File: config.mk
export PLATFORM = sky130hd
export DESIGN_NAME = xmodem_checksum_sender
export DESIGN_NICKNAME = d
export VERILOG_FILES = /design/src/rtl/xcs_pkg.sv /design/src/rtl/xmodem_checksum_sender.sv
export SDC_FILE = /design/constraint.sdc
export NUM_CORES = 1
export LEC_CHECK = 0
export BUFFER_PORTS_ARGS = -buffer_cell sky130_fd_sc_hd__buf_2
export CORE_MARGIN = 10
export CORE_UTILIZATION = 62
export DETAILED_ROUTE_END_ITERATION = 10
export GPL_ROUTABILITY_DRIVEN = 0
export GPL_TIMING_DRIVEN = 1
export PLACE_DENSITY = 0.79
export SETUP_SLACK_MARGIN = 0.4
export SKIP_LAST_GASP = 1
export SLEW_MARGIN = 15
export SYNTH_ARGS = -nofsm -noshare
export SYNTH_HDL_FRONTEND = slang
export SYNTH_SLANG_ARGS = --single-unit
export TNS_END_PERCENT = 10
File: constraint.sdc
create_clock -name clk -period 7 [get_ports clk]
set_clock_uncertainty 0.05 [all_clocks]
set_input_delay 0.35 -clock clk [delete_from_list [all_inputs] [get_ports clk]]
set_output_delay 0.35 -clock clk [all_outputs]
set_load 0.03 [all_outputs]
File: src/rtl/xcs_pkg.sv
// Shared types and constants for the XMODEM checksum block sender.
package xcs_pkg;

	localparam int unsigned LENGTH_BITS = 24;
	localparam int unsigned CFG_DATA_BITS = 16;

	// item commands
	localparam logic [1:0] CMD_START = 2'd0;
	localparam logic [1:0] CMD_LOAD  = 2'd1;
	localparam logic [1:0] CMD_RX    = 2'd2;
	localparam logic [1:0] CMD_TX    = 2'd3;

	// configuration register indexes
	localparam logic [1:0] CFG_HYPER   = 2'd0;
	localparam logic [1:0] CFG_RETRY   = 2'd1;
	localparam logic [1:0] CFG_GARBAGE = 2'd2;

	localparam logic [3:0]  RETRY_LIMIT_RST   = 4'd5;
	localparam logic [15:0] GARBAGE_LIMIT_RST = 16'd1024;

	// line characters
	localparam logic [7:0] CH_SOH = 8'h01;
	localparam logic [7:0] CH_EOT = 8'h04;
	localparam logic [7:0] CH_ACK = 8'h06;
	localparam logic [7:0] CH_NAK = 8'h15;
	localparam logic [7:0] CH_CAN = 8'h18;
	localparam logic [7:0] CH_SUB = 8'h1a;
	localparam logic [7:0] CH_UF  = 8'h46;
	localparam logic [7:0] CH_LF  = 8'h66;
	localparam logic [7:0] CH_AMP = 8'h26;
	localparam logic [7:0] CH_UC  = 8'h43;
	localparam logic [7:0] CH_LC  = 8'h63;
	localparam logic [7:0] RX_MASK = 8'h7f;

	typedef struct packed {
		logic [1:0]             command;
		logic [LENGTH_BITS-1:0] length;
		logic [7:0]             data_byte;
		logic [7:0]             rx_char;
	} in_word_t;

	typedef struct packed {
		logic       tx_valid;
		logic [7:0] tx_byte;
		logic       frame_end;
		logic       need_data;
		logic [2:0] phase;
	} out_word_t;

endpackage

File: src/rtl/xmodem_checksum_sender.sv
// XMODEM checksum block sender: one word in, one result word out, per cycle unless stalled.
// Accepts one word every cycle unless stalled and returns one result word for each via
// a decode stage register, then the output register. Control counters sit in flops and
// are updated in the decode stage; the block payload lives in a single frame buffer memory
// of BLOCK_BYTES bytes, written by load words and read at decode for transmit slots,
// so the checksum is accumulated in the output stage as each payload byte leaves.
// The frame buffer is not cleared; only bytes loaded for the current block are ever read.
// Written retry and garbage limits take effect at the next start word; hyper mode at once.
module xmodem_checksum_sender #(
	parameter int unsigned BLOCK_BYTES = 128
) (
	input  logic                                 clk,
	input  logic                                 arst_n,
	input  logic                                 in_valid,
	output logic                                 in_stall,
	input  xcs_pkg::in_word_t                    in_data,
	output logic                                 out_valid,
	input  logic                                 out_stall,
	output xcs_pkg::out_word_t                   out_data,
	input  logic                                 cfg_we,
	input  logic [1:0]                           cfg_index,
	input  logic [xcs_pkg::CFG_DATA_BITS-1:0]    cfg_data
);

	localparam int unsigned LB = xcs_pkg::LENGTH_BITS;
	localparam int unsigned FW = $clog2(BLOCK_BYTES + 1);
	localparam int unsigned IW = $clog2(BLOCK_BYTES + 4);
	localparam int unsigned AW = $clog2(BLOCK_BYTES);
	localparam logic [IW-1:0] IDX_SUM   = IW'(BLOCK_BYTES + 3);
	localparam logic [IW-1:0] IDX_DATA0 = IW'(3);

	typedef enum logic [2:0] {
		PH_IDLE  = 3'd0,
		PH_LOAD  = 3'd1,
		PH_SEND  = 3'd2,
		PH_WAIT  = 3'd3,
		PH_DONE  = 3'd4,
		PH_ABORT = 3'd5
	} phase_t;

	typedef enum logic [2:0] {
		TK_NONE,
		TK_CONST,
		TK_SOH,
		TK_DATA,
		TK_PAD,
		TK_SUM
	} tx_kind_t;

	typedef struct packed {
		tx_kind_t   kind;
		logic [7:0] byte_val;
		logic       frame_end;
		logic       need_data;
		logic [2:0] phase;
	} s1_word_t;

	// configuration
	logic        hyper_q;
	logic [3:0]  retry_lim_q;
	logic [15:0] garb_lim_q;

	// transfer state
	phase_t          phase_q, phase_d;
	logic [7:0]      blk_num_q, blk_num_d;
	logic [LB-1:0]   remain_q, remain_d;
	logic [FW-1:0]   fill_q, fill_d;
	logic [IW-1:0]   sidx_q, sidx_d;
	logic [4:0]      retries_q, retries_d;
	logic [15:0]     garbage_q, garbage_d;
	logic            eot_q, eot_d;
	logic            first_q, first_d;

	// pipeline
	logic                 valid_s1;
	s1_word_t             word_s1, word_d;
	logic [7:0]           rd_data_s1;
	logic                 out_valid_q;
	xcs_pkg::out_word_t   out_q;
	logic [7:0]           sum_q;

	logic [7:0]      frame_mem_q [BLOCK_BYTES];
	logic            wr_en, rd_en;
	logic [AW-1:0]   wr_addr, rd_addr;
	logic [IW-1:0]   data_k;
	logic [7:0]      rx7;
	logic            is_quirk, is_ack, is_neg, adv, accept;
	logic [4:0]      retries_dec;

	function automatic logic fill_short(input logic [FW-1:0] fill, input logic [LB-1:0] remain);
		fill_short = (LB'(fill) < remain) && (fill < FW'(BLOCK_BYTES));
	endfunction

	assign adv      = !out_valid_q || !out_stall;
	assign in_stall = valid_s1 && !adv;
	assign accept   = in_valid && !in_stall;

	assign rx7      = in_data.rx_char & xcs_pkg::RX_MASK;
	assign is_quirk = (rx7 == xcs_pkg::CH_UF) || (rx7 == xcs_pkg::CH_LF) ||
		(rx7 == xcs_pkg::CH_AMP);
	assign is_ack   = (rx7 == xcs_pkg::CH_ACK) || (hyper_q && is_quirk);
	assign is_neg   = (rx7 == xcs_pkg::CH_NAK) || (rx7 == xcs_pkg::CH_UC) ||
		(rx7 == xcs_pkg::CH_LC);
	assign retries_dec = (retries_q != 5'd0) ? retries_q - 5'd1 : 5'd0;
	assign data_k   = sidx_q - IDX_DATA0;
	assign wr_addr  = fill_q[AW-1:0];
	assign rd_addr  = data_k[AW-1:0];

	always_comb begin
		phase_d   = phase_q;
		blk_num_d = blk_num_q;
		remain_d  = remain_q;
		fill_d    = fill_q;
		sidx_d    = sidx_q;
		retries_d = retries_q;
		garbage_d = garbage_q;
		eot_d     = eot_q;
		first_d   = first_q;
		wr_en     = 1'b0;
		rd_en     = 1'b0;
		word_d    = '{kind: TK_NONE, byte_val: 8'd0, frame_end: 1'b0,
			need_data: 1'b0, phase: 3'd0};
		case (in_data.command)
			xcs_pkg::CMD_START: begin
				remain_d  = in_data.length;
				blk_num_d = 8'd1;
				fill_d    = '0;
				sidx_d    = '0;
				retries_d = {1'b0, retry_lim_q} + 5'd1;
				garbage_d = garb_lim_q;
				first_d   = 1'b1;
				if (in_data.length == '0) begin
					eot_d   = 1'b1;
					phase_d = PH_SEND;
				end else begin
					eot_d   = 1'b0;
					phase_d = PH_LOAD;
				end
			end
			xcs_pkg::CMD_LOAD: begin
				if (phase_q == PH_LOAD && fill_short(fill_q, remain_q)) begin
					wr_en  = 1'b1;
					fill_d = fill_q + FW'(1);
				end
			end
			xcs_pkg::CMD_RX: begin
				if (phase_q == PH_WAIT) begin
					if (is_ack) begin
						remain_d = remain_q - LB'(fill_q);
						if (remain_d != '0) begin
							blk_num_d = blk_num_q + 8'd1;
							fill_d    = '0;
							first_d   = 1'b0;
							phase_d   = PH_LOAD;
						end else begin
							eot_d   = 1'b1;
							phase_d = PH_SEND;
						end
					end else if (is_quirk) begin
						// quirk acknowledge without hyper mode: drop
					end else if (is_neg) begin
						retries_d = retries_dec;
						if (retries_dec != 5'd0) begin
							sidx_d  = '0;
							phase_d = PH_SEND;
						end else begin
							phase_d = PH_ABORT;
						end
					end else if (rx7 == xcs_pkg::CH_CAN || rx7 == xcs_pkg::CH_SUB) begin
						phase_d = PH_ABORT;
					end else if (garbage_q == 16'd0) begin
						phase_d = PH_ABORT;
					end else begin
						garbage_d = garbage_q - 16'd1;
					end
				end
			end
			default: begin
				if (phase_q == PH_SEND) begin
					if (eot_q) begin
						word_d.kind      = TK_CONST;
						word_d.byte_val  = xcs_pkg::CH_EOT;
						word_d.frame_end = 1'b1;
						eot_d            = 1'b0;
						phase_d          = PH_DONE;
					end else if (sidx_q == IW'(0)) begin
						word_d.kind = TK_SOH;
						sidx_d      = IW'(1);
					end else if (sidx_q == IW'(1)) begin
						word_d.kind     = TK_CONST;
						word_d.byte_val = blk_num_q;
						sidx_d          = IW'(2);
					end else if (sidx_q == IW'(2)) begin
						word_d.kind     = TK_CONST;
						word_d.byte_val = ~blk_num_q;
						sidx_d          = IDX_DATA0;
					end else if (sidx_q < IDX_SUM) begin
						// fetch the payload byte now, pad past the loaded count
						if (data_k < IW'(fill_q)) begin
							word_d.kind = TK_DATA;
							rd_en       = 1'b1;
						end else begin
							word_d.kind = TK_PAD;
						end
						sidx_d = sidx_q + IW'(1);
					end else begin
						word_d.kind      = TK_SUM;
						word_d.frame_end = 1'b1;
						sidx_d           = '0;
						phase_d          = PH_WAIT;
					end
				end
			end
		endcase
		// block full: first block waits for the receiver's request
		if (phase_d == PH_LOAD && !fill_short(fill_d, remain_d)) begin
			sidx_d  = '0;
			phase_d = first_d ? PH_WAIT : PH_SEND;
		end
		word_d.need_data = (phase_d == PH_LOAD) && fill_short(fill_d, remain_d);
		word_d.phase     = 3'(phase_d);
	end

	always_ff @(posedge clk or negedge arst_n) begin
		if (!arst_n) begin
			hyper_q     <= 1'b0;
			retry_lim_q <= xcs_pkg::RETRY_LIMIT_RST;
			garb_lim_q  <= xcs_pkg::GARBAGE_LIMIT_RST;
		end else if (cfg_we) begin
			unique case (cfg_index)
				xcs_pkg::CFG_HYPER:   hyper_q     <= cfg_data[0];
				xcs_pkg::CFG_RETRY:   retry_lim_q <= cfg_data[3:0];
				xcs_pkg::CFG_GARBAGE: garb_lim_q  <= cfg_data[15:0];
				default: ;
			endcase
		end
	end

	always_ff @(posedge clk or negedge arst_n) begin
		if (!arst_n) begin
			phase_q   <= PH_IDLE;
			blk_num_q <= 8'd1;
			remain_q  <= '0;
			fill_q    <= '0;
			sidx_q    <= '0;
			retries_q <= {1'b0, xcs_pkg::RETRY_LIMIT_RST} + 5'd1;
			garbage_q <= xcs_pkg::GARBAGE_LIMIT_RST;
			eot_q     <= 1'b0;
			first_q   <= 1'b1;
		end else if (accept) begin
			phase_q   <= phase_d;
			blk_num_q <= blk_num_d;
			remain_q  <= remain_d;
			fill_q    <= fill_d;
			sidx_q    <= sidx_d;
			retries_q <= retries_d;
			garbage_q <= garbage_d;
			eot_q     <= eot_d;
			first_q   <= first_d;
		end
	end

	// frame buffer: one write port, one registered read port
	always_ff @(posedge clk) begin
		if (accept && wr_en)
			frame_mem_q[wr_addr] <= in_data.data_byte;
		if (accept && rd_en)
			rd_data_s1 <= frame_mem_q[rd_addr];
	end

	always_ff @(posedge clk or negedge arst_n) begin
		if (!arst_n)
			valid_s1 <= 1'b0;
		else if (accept)
			valid_s1 <= 1'b1;
		else if (adv)
			valid_s1 <= 1'b0;
	end

	always_ff @(posedge clk) begin
		if (accept)
			word_s1 <= word_d;
	end

	// output stage: form the byte and accumulate the checksum
	always_ff @(posedge clk or negedge arst_n) begin
		if (!arst_n) begin
			out_valid_q <= 1'b0;
			sum_q       <= 8'd0;
		end else if (adv) begin
			out_valid_q <= valid_s1;
			if (valid_s1) begin
				case (word_s1.kind)
					TK_SOH:  sum_q <= 8'd0;
					TK_DATA: sum_q <= sum_q + rd_data_s1;
					TK_PAD:  sum_q <= sum_q + xcs_pkg::CH_SUB;
					default: ;
				endcase
			end
		end
	end

	always_ff @(posedge clk) begin
		if (adv && valid_s1) begin
			out_q.tx_valid  <= (word_s1.kind != TK_NONE);
			out_q.frame_end <= word_s1.frame_end;
			out_q.need_data <= word_s1.need_data;
			out_q.phase     <= word_s1.phase;
			case (word_s1.kind)
				TK_CONST: out_q.tx_byte <= word_s1.byte_val;
				TK_SOH:   out_q.tx_byte <= xcs_pkg::CH_SOH;
				TK_DATA:  out_q.tx_byte <= rd_data_s1;
				TK_PAD:   out_q.tx_byte <= xcs_pkg::CH_SUB;
				TK_SUM:   out_q.tx_byte <= sum_q;
				default:  out_q.tx_byte <= 8'd0;
			endcase
		end
	end

	assign out_valid = out_valid_q;
	assign out_data  = out_q;

	a_accept_fills_s1: assert property (@(posedge clk) disable iff (!arst_n)
		accept |=> valid_s1)
		else $error("accepted word did not reach decode stage");

	a_sidx_range: assert property (@(posedge clk) disable iff (!arst_n)
		sidx_q <= IDX_SUM)
		else $error("send index beyond checksum slot");

	a_fill_range: assert property (@(posedge clk) disable iff (!arst_n)
		fill_q <= FW'(BLOCK_BYTES))
		else $error("block fill beyond buffer");

	a_load_no_eot: assert property (@(posedge clk) disable iff (!arst_n)
		phase_q == PH_LOAD |-> !eot_q)
		else $error("EOT pending while loading");

	a_stall_holds_s1: assert property (@(posedge clk) disable iff (!arst_n)
		valid_s1 && !adv |=> valid_s1 && $stable(word_s1))
		else $error("decode stage lost a word under stall");

endmodule

After elaboration in Yosys (flattened, before gate mapping). Memories as Yosys holds them, arrays and structs flattened. A register that Yosys moved wholly into a read port is not among the register bits. Cells that the tools add are included.

Eq/ne operators: 42. Bitwise logic cells: 3. Mux-type cells: 93. Order comparisons: 6. Add/sub/neg operators: 10. Reduce and logical (&&, ||, !) cells: 51.

Operators by type and width (number): 8-bit two-way mux (20); 16-bit two-way mux (6); 8-bit case mux with 3 select lines (3); 8-bit by 24-bit less-than comparator with 1-bit output (2); 24-bit two-way mux (2); 3-bit two-way mux (16); 24-bit case mux with 2 select lines (1); 8-bit case mux with 5 select lines (1); 16-bit case mux with 2 select lines (1); 7-bit equality test (second input constant) (4); 1-bit two-way mux (26); 5-bit two-way mux (5); 8-bit by 1-bit adder with 8-bit output (second input constant) (3); 24-bit zero test (1); 8-bit less-than comparator (second input constant) (3); 24-bit nonzero test (1); 24-bit by 8-bit subtractor with 24-bit output (1); 2-bit inequality test (second input constant) (11); 7-bit by 5-bit equality test with 1-bit output (second input constant) (3); 10-bit two-way mux (2); 16-bit zero test (1); 8-bit case mux with 2 select lines (1); 16-bit by 1-bit subtractor with 16-bit output (second input constant) (1); 3-bit inequality test (second input constant) (5); 44 further kinds (85).

Output and inout bits: 16. Memories: 1. RAM bits: 1024. Bits in registers: 135.

Memory list: frame_mem_q (depth 128, bits a word 8, rd ports 1, clocked after memory_dff 1, write ports 1, line xmodem_checksum_sender.sv:82) `logic [7:0] frame_mem_q [BLOCK_BYTES];`.

Longest topological paths before layout. Gate-level depths: netlist of run 1.

Word-level depth: 15. Mapped depth: 24. Mapped depth without buffers: 21.

Least setup slack after synthesis of run 1. No wires, ideal clock.

Path kind: register -> register. From: register fill_q[0]. To: register word_s1[1] (netlist name), data pin. Arrival time: 4.545 ns. Cell stages (with the launch flop): 18. Path slack: 2.146 ns. Path buffers: 0. Data required time: 6.691 ns. Path through: dfrtp_1 ha_1 fa_1 or4b_1 a2111oi_2 nand4_1 or4_4 o31ai_4 a21o_1 a21oi_1 o21ai_0 ha_1 a2111o_1 a211o_1 a21oi_2 o211ai_2 o211a_1 or2_1.

Word-level cells in the longest chain between the ends: 11. Elaborated cells on any way between the ends: 26.

RTL lines: start: declaration (line xmodem_checksum_sender.sv:67) `logic [FW-1:0] fill_q, fill_d;`; start signal: assignment (line xmodem_checksum_sender.sv:254) `fill_q <= fill_d;`; 24-bit by 8-bit subtractor with 24-bit output (line xmodem_checksum_sender.sv:149) `remain_d = remain_q - LB'(fill_q);`; 24-bit nonzero test (line xmodem_checksum_sender.sv:150) `if (remain_d != '0) begin`; 8-bit two-way mux (line xmodem_checksum_sender.sv:150); 8-bit two-way mux (line xmodem_checksum_sender.sv:148) `if (is_ack) begin`; 8-bit two-way mux (line xmodem_checksum_sender.sv:147) `if (phase_q == PH_WAIT) begin`; 8-bit case mux with 3 select lines * (line xmodem_checksum_sender.sv:123) `case (in_data.command)`; named net fill_d[3] (line xmodem_checksum_sender.sv:67); 8-bit by 24-bit less-than comparator with 1-bit output or 8-bit less-than comparator (tied branches) (line xmodem_checksum_sender.sv:91) `fill_short = (LB'(fill) < remain) && (fill < FW'(BLOCK_BYTES));`; 1-bit logical AND * (line xmodem_checksum_sender.sv:91); 1-bit zero test * (line xmodem_checksum_sender.sv:216) `if (phase_d == PH_LOAD && !fill_short(fill_d, remain_d)) begin`; 1-bit logical AND * (line xmodem_checksum_sender.sv:216); 3-bit two-way mux * (line xmodem_checksum_sender.sv:216); named net phase_d[1] (line xmodem_checksum_sender.sv:64) `phase_t phase_q, phase_d;`; end signal: assignment (line xmodem_checksum_sender.sv:282) `word_s1 <= word_d;`; end: declaration (line xmodem_checksum_sender.sv:76) `s1_word_t word_s1, word_d;`.

Mark *: on every way through the listed nets, which the timed path passes. The rest lies on a longest branch. A chain may end at the register's enable or synchronous reset.

Worst setup path in the final report of run 1.
From: register fill_q[5]. To: register word_s1[1] (netlist name), data pin.

Same word-level chain as after synthesis.

==> results of run 1 <==
[flip-flops by register name (all words and copies together), names as in the netlist, 4 cells and up]
signal       count
fill_q           8
retries_q        5
remain_q        24
sidx_q           8
out_data        14
sum_q            8
rd_data_s1       8
frame_mem_q   1024
garb_lim_q      16
word_s1         16
blk_num_q        8
garbage_q       16
retry_lim_q      4
[power groups by stage]
stage | Sequential [mW] | Clock (mW) | Combinational (mW)
6_report | 8.02 | 6.20 | 6.32
5_1_grt | 8.03 | 6.48 | 6.59
4_1_cts | 8.00 | 6.24 | 6.25
3_5_place_dp | 8.15 | 0 | 6.08
2_1_floorplan | 8.05 | 0 | 4.33
3_3_place_gp | 8.13 | 0 | 5.91
[kinds of logic after synthesis]
family,Yosys count
flops,1167
simple gates,571
mux,370
compound gates,343
buf+inv,195
fa+ha+maj,45
xor+xnor,35
[area by class of cell]
cell class | instances | area (um^2)
Tap cell | 1050 | 1310
Timing Repair Buffer | 135 | 936
Clock buffer | 124 | 2850
Antenna cell | 1 | 2.50
Multi-Input combinational cell | 1364 | 13900
Sequential cell | 1167 | 34500
Inverter | 48 | 183
Fill cell | 4548 | 24100
Clock inverter | 82 | 882
[worst paths after layout]
check,from,endpoint,slack (ps),cells after the start
setup / recovery,fill_q[5]$_DFFE_PN0P_,word_s1[1]$_DFFE_PP_,920,18
hold / removal,in_data[36],remain_q[20]$_DFFE_PN0P_,30,3
setup reg to reg,fill_q[5]$_DFFE_PN0P_,word_s1[1]$_DFFE_PP_,920,18
hold reg to reg,word_s1[4]$_SDFFCE_PP0P_,out_data[4]$_DFFE_PP_,380,0
max in group asynchronous,arst_n,sum_q[4]$_DFFE_PN0P_,5480,3
min in group asynchronous,arst_n,remain_q[17]$_DFFE_PN0P_,180,2
[per-stage QoR]
step / instances / power, mW / area [um^2]
final: 3971 / 20.5 / 54600
after global routing: 3971 / 21.1 / 54600
after CTS: 3970 / 20.5 / 54600
after detailed placement: 3735 / 14.2 / 50600
after global placement: 3735 / 14.0 / 50600
after floorplan: 2726 / 12.4 / 49100
[per-layer routing]
layer | global-route usage | up-vias | share of wire
met5 | 0 | - | 0.00010
met4 | 0.118 | 2 | 0.045
met3 | 0.0542 | 391 | 0.11
met2 | 0.450 | 2069 | 0.49
met1 | 0.381 | 14300 | 0.36
li1 | - | 11300 | -
[worst max-delay path: cells and delay by family, from the launching register on]
kind	cells	cell delay (ps)
AO/OA/AOI/OAI	12	3510
adder cells (fa/ha/maj)	2	730
buffers and inverters	1	220
flip-flops	1	580
AND/OR/NAND/NOR	3	730
[synthesized netlist by cell type (5+ instances only)]
cell type / n / share of area
or2_2: 7 / 0.00089
xnor2_1: 21 / 0.0037
xor2_1: 14 / 0.0025
or4_1: 5 / 0.00076
o221ai_1: 5 / 0.00089
nor2_1: 215 / 0.016
a21oi_1: 86 / 0.0088
a31oi_1: 9 / 0.0011
nand4_1: 17 / 0.0022
o21ai_0: 86 / 0.0088
ha_1: 43 / 0.011
edfxtp_1: 1062 / 0.65
o22ai_1: 20 / 0.0025
o31ai_1: 6 / 0.00092
nand4b_1: 6 / 0.0011
a21o_1: 17 / 0.0026
mux4_2: 336 / 0.15
dfrtp_1: 97 / 0.049
o211ai_1: 5 / 0.00076
mux2_2: 23 / 0.0053
dfstp_2: 8 / 0.0043
nand2_1: 123 / 0.0094
nor3b_1: 16 / 0.0024
o21ai_1: 7 / 0.00071
inv_1: 45 / 0.0034
or3_1: 15 / 0.0019
nor2b_1: 13 / 0.0017
nand2b_1: 16 / 0.0020
nand3_1: 42 / 0.0043
nand3b_1: 6 / 0.00092
a41oi_1: 5 / 0.00089
o21bai_1: 6 / 0.00092
a22o_1: 14 / 0.0025
buf_1: 25 / 0.0019
o21a_1: 6 / 0.00092
mux2i_1: 11 / 0.0022
o211a_1: 6 / 0.0012
nor3_1: 40 / 0.0041
clkbuf_1: 109 / 0.0083
and3_1: 11 / 0.0014
and2_1: 9 / 0.0011
buf_2: 9 / 0.00092
a21boi_0: 6 / 0.00092
a211oi_1: 11 / 0.0017
nor4_1: 10 / 0.0013
[repair_timing]
item,in CTS,in global routing
hold buffers,29,0
hold endpoints to repair,73,0
gates resized for setup,0,0
==> qor.txt, run 1 <==
Max cap viols: 0
Hold Vio Cnt, Final: 0
Die W: 301 um
WS Path Type: register to register
Std cell rows: 103
Syn nets: 2836
Startpoint Class: register
Minimum clock period: 6080 ps
Placed wire-length estimate: 71.0 mm
Core ar.: 0.0787 mm^2
Crit path cell chain: inv_1, ha_1, a21o_1, nand2b_1, o21ai_1, and3_1, o221ai_1, o31ai_4, a21o_1, a21oi_1, o21ai_0, ha_1, a2111o_1, a211o_1, a21oi_2, o211ai_2, o211a_1, or2_1
I/O pin count: 81
Combinational share of power: 0.308
Setup TNS: 0 ps
Count of cell types in the netlist: 92
Max Freq: 165 MHz
Mean Syn Cell Area: 18.0 um^2
CTS Buf Count: 111
Proportion of synthesized area in mux cells: 0.162
Initial DRC Count: 4431
WHS: 28.8 ps
Post-synthesis simple-gate area fraction: 0.0561
PortBufs: 79
Root Buffer: clkbuf_16
Pwr/cell area: 376 mW/mm^2
Core Util, Final: 0.693
XOR/XNOR Fraction of Synth Area: 0.00624
Worst hold-check path type: primary input to register
Final wirelength: 127 mm
Sw Pwr: 6.34 mW
Compound-gate portion of the synthesized area: 0.0459
Worst vdd ir: 0.000459 V
Clock latency at the later pin of the worst-skew pair: 680 ps
Main synth FF type: edfxtp_1
Status: complete, no violations
CTS tree: built
Commonest non-fill, non-tap cell in the layout: edfxtp_1
Routed len/inst: 31.9 um
Internal power: 14.2 mW
Die Y: 301 um
Switching part of the total: 0.309
EDFF count, synth: 1062
Vias in the first global route: 28200
Post-CTS setup buffers: 0
First-pass GRT wire length: 189 mm
Synthesis Warnings: 0
Via Count: 28000
Slew @ Worst Pin: 1190 ps
CP required: 7390 ps
Largest family of logic cells by synthesized area: multiplexers
Final net count: 2937
Part of the cycle the worst path needs: 0.868
Crit path capture type: register
RSZ-0062 raised after global routing: no
Most frequent cells in the layout: edfxtp_1, mux4_2, nor2_1
Share of synthesized flip-flops with an asynchronous set or reset: 0.0900
DRT Pass-1 Iters: 8
Adder-Cell Fraction of Synth Area: 0.0118
WP data arrival: 6470 ps
Final setup viols: 0
Slew Limit Headroom: 0.205
Max-slew violations: 0
Worst path slowest cell: o21ai_1
LEAKAGE: 17.7 nW
CP peak stage delay: 790 ps
Clk sink count: 1167
Seq pwr share: 0.390
Setup WS post-layout: 923 ps
Detailed-route DRC error count: 0
Routed vias/inst: 7.05
GRT Total Usage: 0.282
H-Tree Depth: 3
Post-Synthesis Cells: 2726
Clock transition at path regs: 60 ps
CTS Buffer Depth: 3
Worst Path Max Fanout: 13
Starting Density: 0.624
Largest net degree at the start of global routing: 120
Setup WS pre-CTS: 1180 ps
Die area: 0.0909 mm^2
Yosys reg bits: 1167
Layout cells sized above 1: 0.234
Synthesized area: 0.0491 mm^2
Final antenna-violating net count: 0
Clock Power Share: 0.302
Grt ovf: 0
Initial antenna violation count: 2
Seq/Total Area, Yosys: 0.703
P&R area growth vs syn: 11.2%
No activity file was read; power rests on OpenSTA's default activity.
==> inputs of run 2 (changes only) <==
Settings changed: CORE_ASPECT_RATIO set to 0.8.
==> run 2 against run 1 <==
Compared with the run above:
- non-clock buffer count increased by 10
- die area about the same
- global-route usage fell by 1.5 points
- final cell count fell by 0.35%
- register-to-register slack improved by 100 ps
- sequential share of layout area increased by 0.43 points
- sequential power about the same
- setup slack better by 100 ps
- final area decreased by 0.68%
- utilization down 0.37 points
- clock power decreased by 9.4%
- critical path type unchanged
- critical endpoint unchanged
- highest routed layer unchanged
==> qor.txt, run 2 (synthesis gave the netlist of run 1 again) <==
CP peak stage delay: 770 ps
Placed cell count: 3723
Initial DRC Count: 4571
CP required: 7390 ps
FF-to-FF path depth: 18
Status: complete, no violations
Hold path depth: 3
Root Buffer: clkbuf_16
Largest regs: frame_mem_q (1024), remain_q (24)
Worst Setup SP: fill_q[5]$_DFFE_PN0P_
Hold EP: remain_q[10]$_DFFE_PN0P_
Hold path start: in_data[26]
Worst R2R End: word_s1[1]$_DFFE_PP_
Slew @ Worst Pin: 1220 ps
Layout cells sized above 1: 0.229
Setup TNS: 0 ps
Slew Limit Headroom: 0.185
PostCTS Resize Cnt: 0
Part of the cycle the worst path needs: 0.854
Starting Density: 0.625
Post-CTS setup buffers: 0
Final wirelength: 121 mm
Die Y: 272 um
Clock latency at the later pin of the worst-skew pair: 710 ps
DRT Pass-1 Iters: 6
LEAKAGE: 17.6 nW
Placed wire-length estimate: 69.8 mm
Max reg flops: 1024
Startpoint Class: register
Max cap viols: 0
Most frequent cells in the layout: edfxtp_1, mux4_2, nor2_1
Crit path cell chain: inv_1, ha_1, a21o_1, nand2b_1, o21ai_1, and3_1, o221ai_1, o31ai_4, a21o_1, a21oi_1, o21ai_0, ha_1, a2111o_1, a211o_1, a21oi_2, o211ai_2, o211a_1, or2_1
Die area: 0.0909 mm^2
Via Count: 27600
RR Startpoint: fill_q[5]$_DFFE_PN0P_
Grt ovf: 0
Max Freq: 167 MHz
WP data arrival: 6360 ps
WS Path Type: register to register
H-Tree Depth: 3
Crit path capture type: register
Max-slew violations: 0
Final setup viols: 0
Worst vdd ir: 0.000292 V
Commonest non-fill, non-tap cell in the layout: edfxtp_1
Clock transition at path regs: 70 ps
Worst hold-check path type: primary input to register
Pwr/cell area: 368 mW/mm^2
Final Instance Count excl. Fillers: 3957
Vias in the first global route: 27500
Hold Vio Cnt, Final: 0
# hold bufs at CTS: 35
Die W: 335 um
Largest register by flop count: frame_mem_q
R2R Setup Slk: 1030 ps
Largest net degree at the start of global routing: 110
Initial antenna violation count: 9
CTS Buf Count: 105
Core Util, Final: 0.690
Worst path slowest cell: o21ai_1
P&R area growth vs syn: 10.4%
Final antenna-violating net count: 0
GRT Total Usage: 0.267
Core ar.: 0.0786 mm^2
Detailed-route DRC error count: 0
Routed vias/inst: 6.98
RSZ-0062 raised after global routing: no
Final net count: 2941
First-pass GRT wire length: 182 mm
Routed len/inst: 30.6 um
CTS Buffer Depth: 3
Worst Path Max Fanout: 13
CTS tree: built
Minimum clock period: 5970 ps
PortBufs: 79
Clk sink count: 1167
Std cell rows: 92
I/O pin count: 81
==> run 2: cell type report <==
type / count / area [um^2]
flip-flops and latches: 1167 / 34500
repair buffers: 145 / 1020
diodes: 2 / 5.00
clock inverters: 70 / 574
multi-input cells: 1364 / 13900
well taps: 1034 / 1290
inverters: 48 / 183
clock buffers: 127 / 2730
fillers: 4695 / 24400
==> run 2: worst max path at each step <==
stage                                      end  cells past startpoint
after floorplan           word_s1[1]$_DFFE_PP_                     17
after global placement    word_s1[1]$_DFFE_PP_                     18
after detailed placement  word_s1[1]$_DFFE_PP_                     18
after CTS                 word_s1[1]$_DFFE_PP_                     18
after global routing      word_s1[1]$_DFFE_PP_                     18
final                     word_s1[1]$_DFFE_PP_                     18
==> run 2: worst max-delay path, delay by kind of cell, from the launching register on <==
kind                       cells  cell delay [ps]
DFF                            1              560
adders and majority gates      2              700
AOI/OAI and AO/OA             12             3480
buffers and inverters          1              190
and+or+nand+nor                3              720
==> run 2: metal layers <==
layer / global-route usage / vias to the layer above / share of wire
met5: 0 / - / 0.00066
met4: 0.0915 / 12 / 0.037
met3: 0.0650 / 323 / 0.12
met2: 0.410 / 1895 / 0.47
met1: 0.377 / 14100 / 0.38
li1: - / 11300 / -
==> run 2: stage by stage <==
step	worst slack, ps	hold WS, ps	cell area, um^2	total power, mW
CTS	1170	17.9	54200	19.9
floorplan	2150	4.41	49100	12.4
global placement	1320	359	50600	14.1
detailed placement	1220	356	50600	14.2
finish	1030	62.3	54200	19.9
global route	589	44.2	54200	20.6
==> run 2: report_power, final <==
part           internal (mW)  total (mW)  leakage (nW)  switching (mW)
registers               7.78        8.03          10.9           0.253
clock network           3.02        5.62          1.63            2.60
logic                   2.88        6.29          5.08            3.41
